<file path="config.mk">
export PLATFORM = sky130hd
export DESIGN_NAME = stc_ctrl
export DESIGN_NICKNAME = d
export VERILOG_FILES = /design/src/rtl/stc_pkg.sv /design/src/rtl/stc_ctrl.sv
export SDC_FILE = /design/constraint.sdc
export NUM_CORES = 1
export LEC_CHECK = 0
export ABC_AREA = 0
export BUFFER_PORTS_ARGS = -buffer_cell sky130_fd_sc_hd__buf_4
export CORE_AREA = 2 2 39 41
export CTS_BUF_LIST = sky130_fd_sc_hd__clkbuf_2 sky130_fd_sc_hd__clkbuf_4 sky130_fd_sc_hd__clkbuf_8
export CTS_CLUSTER_DIAMETER = 50
export DETAILED_ROUTE_END_ITERATION = 10
export DIE_AREA = 0 0 41 43
export HOLD_SLACK_MARGIN = 0.06
export PLACE_DENSITY = 0.44
export SLEW_MARGIN = 5
export SYNTH_ARGS = -nofsm -noshare
export SYNTH_HDL_FRONTEND = slang
export SYNTH_SLANG_ARGS = --single-unit
</file>
<file path="constraint.sdc">
create_clock -name clock -period 1.5 [get_ports clock]
set_input_delay 0.45 -clock clock [delete_from_list [all_inputs] [get_ports clock]]
set_output_delay 0.45 -clock clock [all_outputs]
set_load 0.02 [all_outputs]
</file>
<file path="src/rtl/stc_pkg.sv">
`timescale 1ns / 1ps
`default_nettype none

package stc_pkg;

   localparam int BYTE_W     = 8;
   localparam int LINE_IDX_W = 9;
   localparam int COLUMN_W   = 7;
   localparam int LEN_OUT_W  = 8;

   localparam logic [BYTE_W-1:0] CHR_NUL   = 8'h00;
   localparam logic [BYTE_W-1:0] CHR_BS    = 8'h08;
   localparam logic [BYTE_W-1:0] CHR_TAB   = 8'h09;
   localparam logic [BYTE_W-1:0] CHR_LF    = 8'h0A;
   localparam logic [BYTE_W-1:0] CHR_FF    = 8'h0C;
   localparam logic [BYTE_W-1:0] CHR_CR    = 8'h0D;
   localparam logic [BYTE_W-1:0] CHR_SPACE = 8'h20;

   localparam int TAB_STOP = 4;
   localparam int MIN_COLS = 8;

   localparam logic [BYTE_W-1:0] VIS_RESET = 8'd112;

   localparam logic FUNC_PUT  = 1'b0;
   localparam logic FUNC_READ = 1'b1;

   typedef logic [2:0] stc_cls_type;

   localparam stc_cls_type CLS_OTHER = 3'd0;
   localparam stc_cls_type CLS_CR    = 3'd1;
   localparam stc_cls_type CLS_LF    = 3'd2;
   localparam stc_cls_type CLS_FF    = 3'd3;
   localparam stc_cls_type CLS_BS    = 3'd4;
   localparam stc_cls_type CLS_TAB   = 3'd5;

   typedef struct packed {
      logic load_req;
      logic clear_all;
      logic backspace;
      logic commit_start;
      logic copy_step;
      logic commit_end;
      logic append;
      logic append_space;
      logic finish;
   } stc_cmd_type;

   typedef struct packed {
      logic        func_read;
      stc_cls_type cls;
      logic        at_width;
      logic        tab_last;
      logic        copy_done;
   } stc_sts_type;

endpackage

`default_nettype wire

</file>
<file path="src/rtl/stc_ctrl.sv">
`timescale 1ns / 1ps
`default_nettype none

module stc_ctrl (
   input  wire logic                clock,
   input  wire logic                reset,
   input  wire logic                start,
   output logic                     busy,
   input  wire stc_pkg::stc_sts_type sts,
   output stc_pkg::stc_cmd_type      cmd
);

   import stc_pkg::*;

   localparam logic [1:0] ST_IDLE = 2'd0;
   localparam logic [1:0] ST_EXEC = 2'd1;
   localparam logic [1:0] ST_COPY = 2'd2;
   localparam logic [1:0] ST_TAB  = 2'd3;

   logic [1:0] state_ff;
   logic [1:0] state_in;

   always_comb begin
      cmd      = '0;
      state_in = state_ff;
      case (state_ff)
         ST_IDLE: begin
            if (start) begin
               cmd.load_req = 1'b1;
               state_in     = ST_EXEC;
            end
         end
         ST_EXEC: begin
            if (sts.func_read) begin
               cmd.finish = 1'b1;
               state_in   = ST_IDLE;
            end else begin
               case (sts.cls)
                  CLS_CR: begin
                     cmd.finish = 1'b1;
                     state_in   = ST_IDLE;
                  end
                  CLS_LF: begin
                     cmd.commit_start = 1'b1;
                     state_in         = ST_COPY;
                  end
                  CLS_FF: begin
                     cmd.clear_all = 1'b1;
                     cmd.finish    = 1'b1;
                     state_in      = ST_IDLE;
                  end
                  CLS_BS: begin
                     cmd.backspace = 1'b1;
                     cmd.finish    = 1'b1;
                     state_in      = ST_IDLE;
                  end
                  CLS_TAB: begin
                     if (sts.at_width) begin
                        cmd.finish = 1'b1;
                        state_in   = ST_IDLE;
                     end else begin
                        cmd.append       = 1'b1;
                        cmd.append_space = 1'b1;
                        if (sts.tab_last) begin
                           cmd.finish = 1'b1;
                           state_in   = ST_IDLE;
                        end else begin
                           state_in = ST_TAB;
                        end
                     end
                  end
                  default: begin
                     if (sts.at_width) begin
                        cmd.commit_start = 1'b1;
                        state_in         = ST_COPY;
                     end else begin
                        cmd.append = 1'b1;
                        cmd.finish = 1'b1;
                        state_in   = ST_IDLE;
                     end
                  end
               endcase
            end
         end
         ST_COPY: begin
            cmd.copy_step = 1'b1;
            if (sts.copy_done) begin
               cmd.commit_end = 1'b1;
               cmd.append     = (sts.cls == CLS_OTHER);
               cmd.finish     = 1'b1;
               state_in       = ST_IDLE;
            end
         end
         ST_TAB: begin
            cmd.append       = 1'b1;
            cmd.append_space = 1'b1;
            if (sts.tab_last) begin
               cmd.finish = 1'b1;
               state_in   = ST_IDLE;
            end
         end
         default: begin
            state_in = ST_IDLE;
         end
      endcase
   end

   always_ff @(posedge clock) begin
      if (reset) begin
         state_ff <= ST_IDLE;
      end else begin
         state_ff <= state_in;
      end
   end

   assign busy = (state_ff != ST_IDLE);

endmodule

`default_nettype wire

</file>
* Word level (Yosys, flattened, before mapping)
Cells that the tools add are included.
** Word-level totals
- Output and inout bits :: 10
- Input bits :: 10
- Logic and storage cells :: 51
- Register bits after elaboration :: 2
** Cells by class
- Muxes and demuxes :: 32
- Equality and inequality tests :: 11
- Reduce and logical (&&, ||, !) cells :: 7
** Operator list (count)
- 2-bit two-way mux :: 11
- 1-bit two-way mux :: 11
- 1-bit one-hot mux with 3 select lines :: 3
- 2-bit one-hot mux with 4 select lines :: 1
- 4-bit OR reduction :: 2
- 3-bit by 2-bit == test with 1-bit output, second input constant :: 2
- 3-bit == test, second input constant :: 2
- 3-bit two-way mux :: 2
- 2-bit inequality test, second input constant :: 3
- 1-bit one-hot mux with 2 select lines :: 3
- 2-bit one-hot mux with 3 select lines :: 1
- 2-bit == test, second input constant :: 2
- 3-bit by 1-bit == test with 1-bit output, second input constant :: 1
- 3-bit logical NOT :: 1
- 3-bit AND reduction :: 1
- 3-bit OR reduction :: 1
- 2-bit by 1-bit == test with 1-bit output, second input constant :: 1
- 2-bit logical NOT :: 1
- 2-bit nonzero test :: 1

* Logic depth before layout (Yosys ltp)
- Depth after elaboration :: 5
- Mapped depth :: 5
- Mapped depth without buffers :: 5

* Worst setup path after synthesis
OpenSTA, ideal clock, no wires.
- Path type :: flip-flop to output port
- From :: reg state_ff[0]
- To :: out cmd[0] in the netlist's numbering
- Arrival time :: 1.591 ns
- Path slack :: -0.541 ns
- Cell stages (with the launch flop) :: 5
- Path buffers :: 0
- Data required time :: 1.050 ns
- Cell sequence :: dfxtp_1 -> and2b_1 -> and2_1 -> nor2_1 -> a211oi_1
** RTL lines
- start, declared :: line stc_ctrl.sv:20 : logic [1:0] state_ff;
- start signal, assigned :: line stc_ctrl.sv:112 : state_ff <= state_in;
- end, declared :: line stc_ctrl.sv:10 : output stc_pkg::stc_cmd_type cmd

==> tab_implementation.tex <==
\begin{tabular}{lr}
\hline
Metric & Value \\
\hline
\multicolumn{2}{l}{\textbf{CTS}} \\
Number of buffers on the longest clock path & 2 \\
TritonCTS Buffers & 3 \\
Clock Root Buffer & sky130\_fd\_sc\_hd\_\_clkbuf\_4 \\
Clock-pin slew reported for the worst setup and hold paths after clock tree synthesis & about 0.040 ns \\
Clk sinks & 2 \\
CTS tree & built \\
Latest clock arrival within the worst-skew pair & 0.23 ns \\
H-tree levels & 1 \\
\multicolumn{2}{l}{\textbf{Pwr}} \\
Portion of total power attributed to sequential cells & 0.157 \\
Gate power share & 0.510 \\
Switching power of the nets & $\sim$110 uW \\
Static Leak & 0.4053 nW \\
Power Dens Cells & around 430 nW/um\^{}2 \\
Clk network pwr share & 0.333 \\
Share of total power consumed by net switching & 0.3053 \\
Worst IR drop on VDD & 0.5277 mV \\
Cell-internal power & 251.8 uW \\
Pwr Total & 362.5 uW \\
\multicolumn{2}{l}{\textbf{Worst setup path}} \\
Element type at the critical path start & primary input \\
Max FO, Critical Path & 5 \\
Worst R2R Setup Slack & approximately 0.090 ns \\
Startpoint of the lowest-slack register-to-register path & state\_ff[1] \\
Number of buffer and inverter stages on the critical path & 3 \\
Critical path endpoint category & primary output \\
Reg2reg path depth & 9 \\
Maximum cell stage delay along the critical path & $\sim$0.18 ns \\
Category of the critical setup timing path & primary input to primary output \\
Endpoint of the most critical register-to-register path & state\_ff[1] \\
Worst path slowest cell & sky130\_fd\_sc\_hd\_\_a31oi\_1 \\
Crit-path cells & buf\_8 -> nand2b\_4 -> a31oi\_1 -> or2\_4 -> inv\_4 -> a211oi\_4 -> buf\_6 \\
Cell type group with the largest total delay on the critical path & compound AO/OA/AOI/OAI gates \\
Endpoint required time on the critical path & 1.05 ns \\
Crit path DAT & 1.36 ns \\
\multicolumn{2}{l}{\textbf{Detailed routing}} \\
Antenna-violating nets left & 0 \\
Detailed router's first-iteration violation count & 2 \\
Vias post-DR & between 400 and 500 \\
Residual DRC & 0 \\
Total wirelength of the detailed-routed design & 1.093 mm \\
Detailed Routing Iterations Pass 1 & 2 \\
Post-DR wirelength/cell & between 10 and 15 um \\
DR vias/cell & 4.307 \\
\multicolumn{2}{l}{\textbf{Synth}} \\
Number of flops mapped to enable cells by yosys & 0 \\
Share of the synthesized area in the top cell type & 0.1531 \\
Number of warning messages in the yosys log & 0 \\
Post-Syn Instances & 36 \\
Cell area after synthesis & roughly 260 um\^{}2 \\
Avg Inst Size Synth & 7.264 um\^{}2 \\
Net count after synthesis & 46 \\
Synth unique cells & 25 \\
Synthesis-stage register bit count & 2 \\
Most used flip-flop cell after synthesis & sky130\_fd\_sc\_hd\_\_dfxtp\_1 \\
Leading cell types by total area after synthesis & sky130\_fd\_sc\_hd\_\_dfxtp\_1 (15\%), sky130\_fd\_sc\_hd\_\_nor2\_1 (11\%), sky130\_fd\_sc\_hd\_\_o41ai\_4 (11\%) \\
Share of the yosys chip area belonging to registers & 0.1531 \\
Cell type with the largest total area after synthesis & sky130\_fd\_sc\_hd\_\_dfxtp\_1 \\
Proportion of synthesized flip-flops having asynchronous set or reset & 0 \\
\multicolumn{2}{l}{\textbf{Placed design}} \\
Place WS & -0.3571 ns \\
Input/output buffers & 19 \\
Detailed Place HPWL & 708.5 um \\
Post-detailed-placement cell area & 570.5 um\^{}2 \\
Routability cong. & 0.7606 \\
\multicolumn{2}{l}{\textbf{Worst hold path}} \\
Hold path startpoint & reset \\
Worst hold-check path type & primary input to register \\
Depth of the worst hold-timing path & 2 \\
Endpoint of the worst hold-timing path & state\_ff[1] \\
\multicolumn{2}{l}{\textbf{GRT}} \\
Global Route Usage Sum & 0.1391 \\
Initial antenna violation count & 0 \\
Maximum number of pins on one net before global-route repair & 6 \\
Total congestion overflow & 0 \\
Vias in the first global route & 433 \\
Global-route wire length before repair & 1.718 mm \\
\multicolumn{2}{l}{\textbf{Timing}} \\
Maximum clock skew at final layout & 0.008791 ns \\
Headroom to the max-slew limit & 0.7673 \\
Worst Hold Margin & 0.3774 ns \\
Final Worst Setup Slack & -0.3085 ns \\
Share of the clock period used by the worst path & 1.206 \\
Worst slew pin tran & 0.3443 ns \\
Post-layout minimum cycle time & 1.808 ns \\
Final setup violating endpoints & 9 \\
Maximum clock frequency & roughly 550 MHz \\
Final Hold Fails & 0 \\
Setup repair after global routing missed its margin & yes \\
Number of pins with negative max-slew slack in the final report & 0 \\
\multicolumn{2}{l}{\textbf{Final layout}} \\
Largest reg by FF count & state\_ff \\
Layout overhead on the synthesized area & 220.6\% \\
Commonest cells after routing, fill and taps aside & sky130\_fd\_sc\_hd\_\_buf\_4 (25), sky130\_fd\_sc\_hd\_\_buf\_6 (18), sky130\_fd\_sc\_hd\_\_nor2\_1 (4), sky130\_fd\_sc\_hd\_\_clkbuf\_4 (3), sky130\_fd\_sc\_hd\_\_buf\_8 (3) \\
Net total in the final layout & between 90 and 100 \\
Largest register FFs & 2 \\
Post-layout instance area & about 840 um\^{}2 \\
Layout cell share with drive strength beyond 1 & 0.8588 \\
N\_diodes & 0 \\
Biggest regs & state\_ff: 2 flops \\
Most frequent standard cell in the layout excluding fill and tap cells & sky130\_fd\_sc\_hd\_\_buf\_4 \\
\multicolumn{2}{l}{\textbf{Run status}} \\
Result of the run & complete, but fails checks \\
Violated checks & negative setup slack \\
\multicolumn{2}{l}{\textbf{Job}} \\
Max-capacitance violation count & 0 \\
\multicolumn{2}{l}{\textbf{Floorplan}} \\
Site row count & 14 \\
Die height & 43 um \\
Core area & 1384 um\^{}2 \\
DIE WIDTH & 41 um \\
Top Ports & 20 \\
Die outline area & about 1800 um\^{}2 \\
Starting Density & 0.1890 \\
\hline
\end{tabular}
==> cell usage after synthesis (2+ instances only) <==
cell type	count
sky130_fd_sc_hd__dfxtp_1	2
sky130_fd_sc_hd__inv_1	3
sky130_fd_sc_hd__nor2_1	8
sky130_fd_sc_hd__or2_2	2
==> routing by layer <==
| metal | track usage | wire length [um] |
|---|---|---|
| met4 | 0.02000 | 0 |
| met5 | 0 | 0 |
| met1 | 0.1815 | 513 |
| met2 | 0.2281 | 553 |
| met3 | 0.03141 | 26 |
==> power by group through the flow <==
stage / Clock (mW) / Sequential [mW] / Combinational (mW)
global route: 0.128 / 0.0574 / 0.197
CTS: 0.123 / 0.0582 / 0.169
global placement: 0 / 0.0581 / 0.127
floorplan: 0 / 0.0594 / 0.0526
detailed placement: 0 / 0.0581 / 0.127
finish: 0.121 / 0.0568 / 0.185
==> worst register-to-register path, cell delays in order (launching register included) <==
cell and delay [ns]:
sky130_fd_sc_hd__dfxtp_4 0.35, sky130_fd_sc_hd__buf_6 0.12, sky130_fd_sc_hd__inv_4 0.04, sky130_fd_sc_hd__o41ai_4 0.07, sky130_fd_sc_hd__buf_4 0.16, sky130_fd_sc_hd__buf_4 0.13, sky130_fd_sc_hd__buf_6 0.10, sky130_fd_sc_hd__buf_4 0.13
sky130_fd_sc_hd__a22oi_2 0.13, sky130_fd_sc_hd__a21oi_2 0.07
==> per-stage QoR <==
step                  util  TNS [ns]  std cells
detailed placement  0.4123    -1.486         86
global placement    0.4123    -1.502         86
floorplan                -   -0.3316         36
finish              0.6058    -1.310        101
CTS                 0.5651    -1.438        100
global route        0.6058    -1.692        101
==> repair_timing <==
item | CTS | global route
cloned | 0 | 0
buffers inserted | 11 | 7
pin swaps | 14 | 11
hold buffers | 0 | 0
setup endpoints to repair | 9 | 12
gates resized for setup | 32 | 15
==> final cells by class <==
type | instances | area (um^2)
clock buffers | 3 | 22.52
fillers | 114 | 545.5
inverters | 4 | 20.02
multi-input cells | 30 | 295.3
flip-flops and latches | 2 | 45.04
well taps | 16 | 20.02
repair buffers | 46 | 435.4
==> cells by family (layout without fill, tap and decap cells) <==
logic type / count (synthesis) / after routing / synth area share
flops: 2 / 2 / 0.1531
buf+inv: 4 / 53 / 0.05740
compound gates: 8 / 8 / 0.3062
simple gates: 21 / 21 / 0.4498
xor+xnor: 1 / 1 / 0.03350
==> how the worst max path moves through the flow <==
stage | slack, ns | from | end | depth (start not counted)
floorplan | -0.20 | state_ff[0] | cmd[0] | 4
global placement | -0.34 | sts[5] | cmd[0] | 7
detailed placement | -0.36 | sts[5] | cmd[0] | 7
CTS | -0.34 | sts[4] | cmd[0] | 6
global route | -0.34 | sts[5] | cmd[0] | 7
finish | -0.31 | sts[5] | cmd[0] | 7
Power figures use the tool's default switching activity.
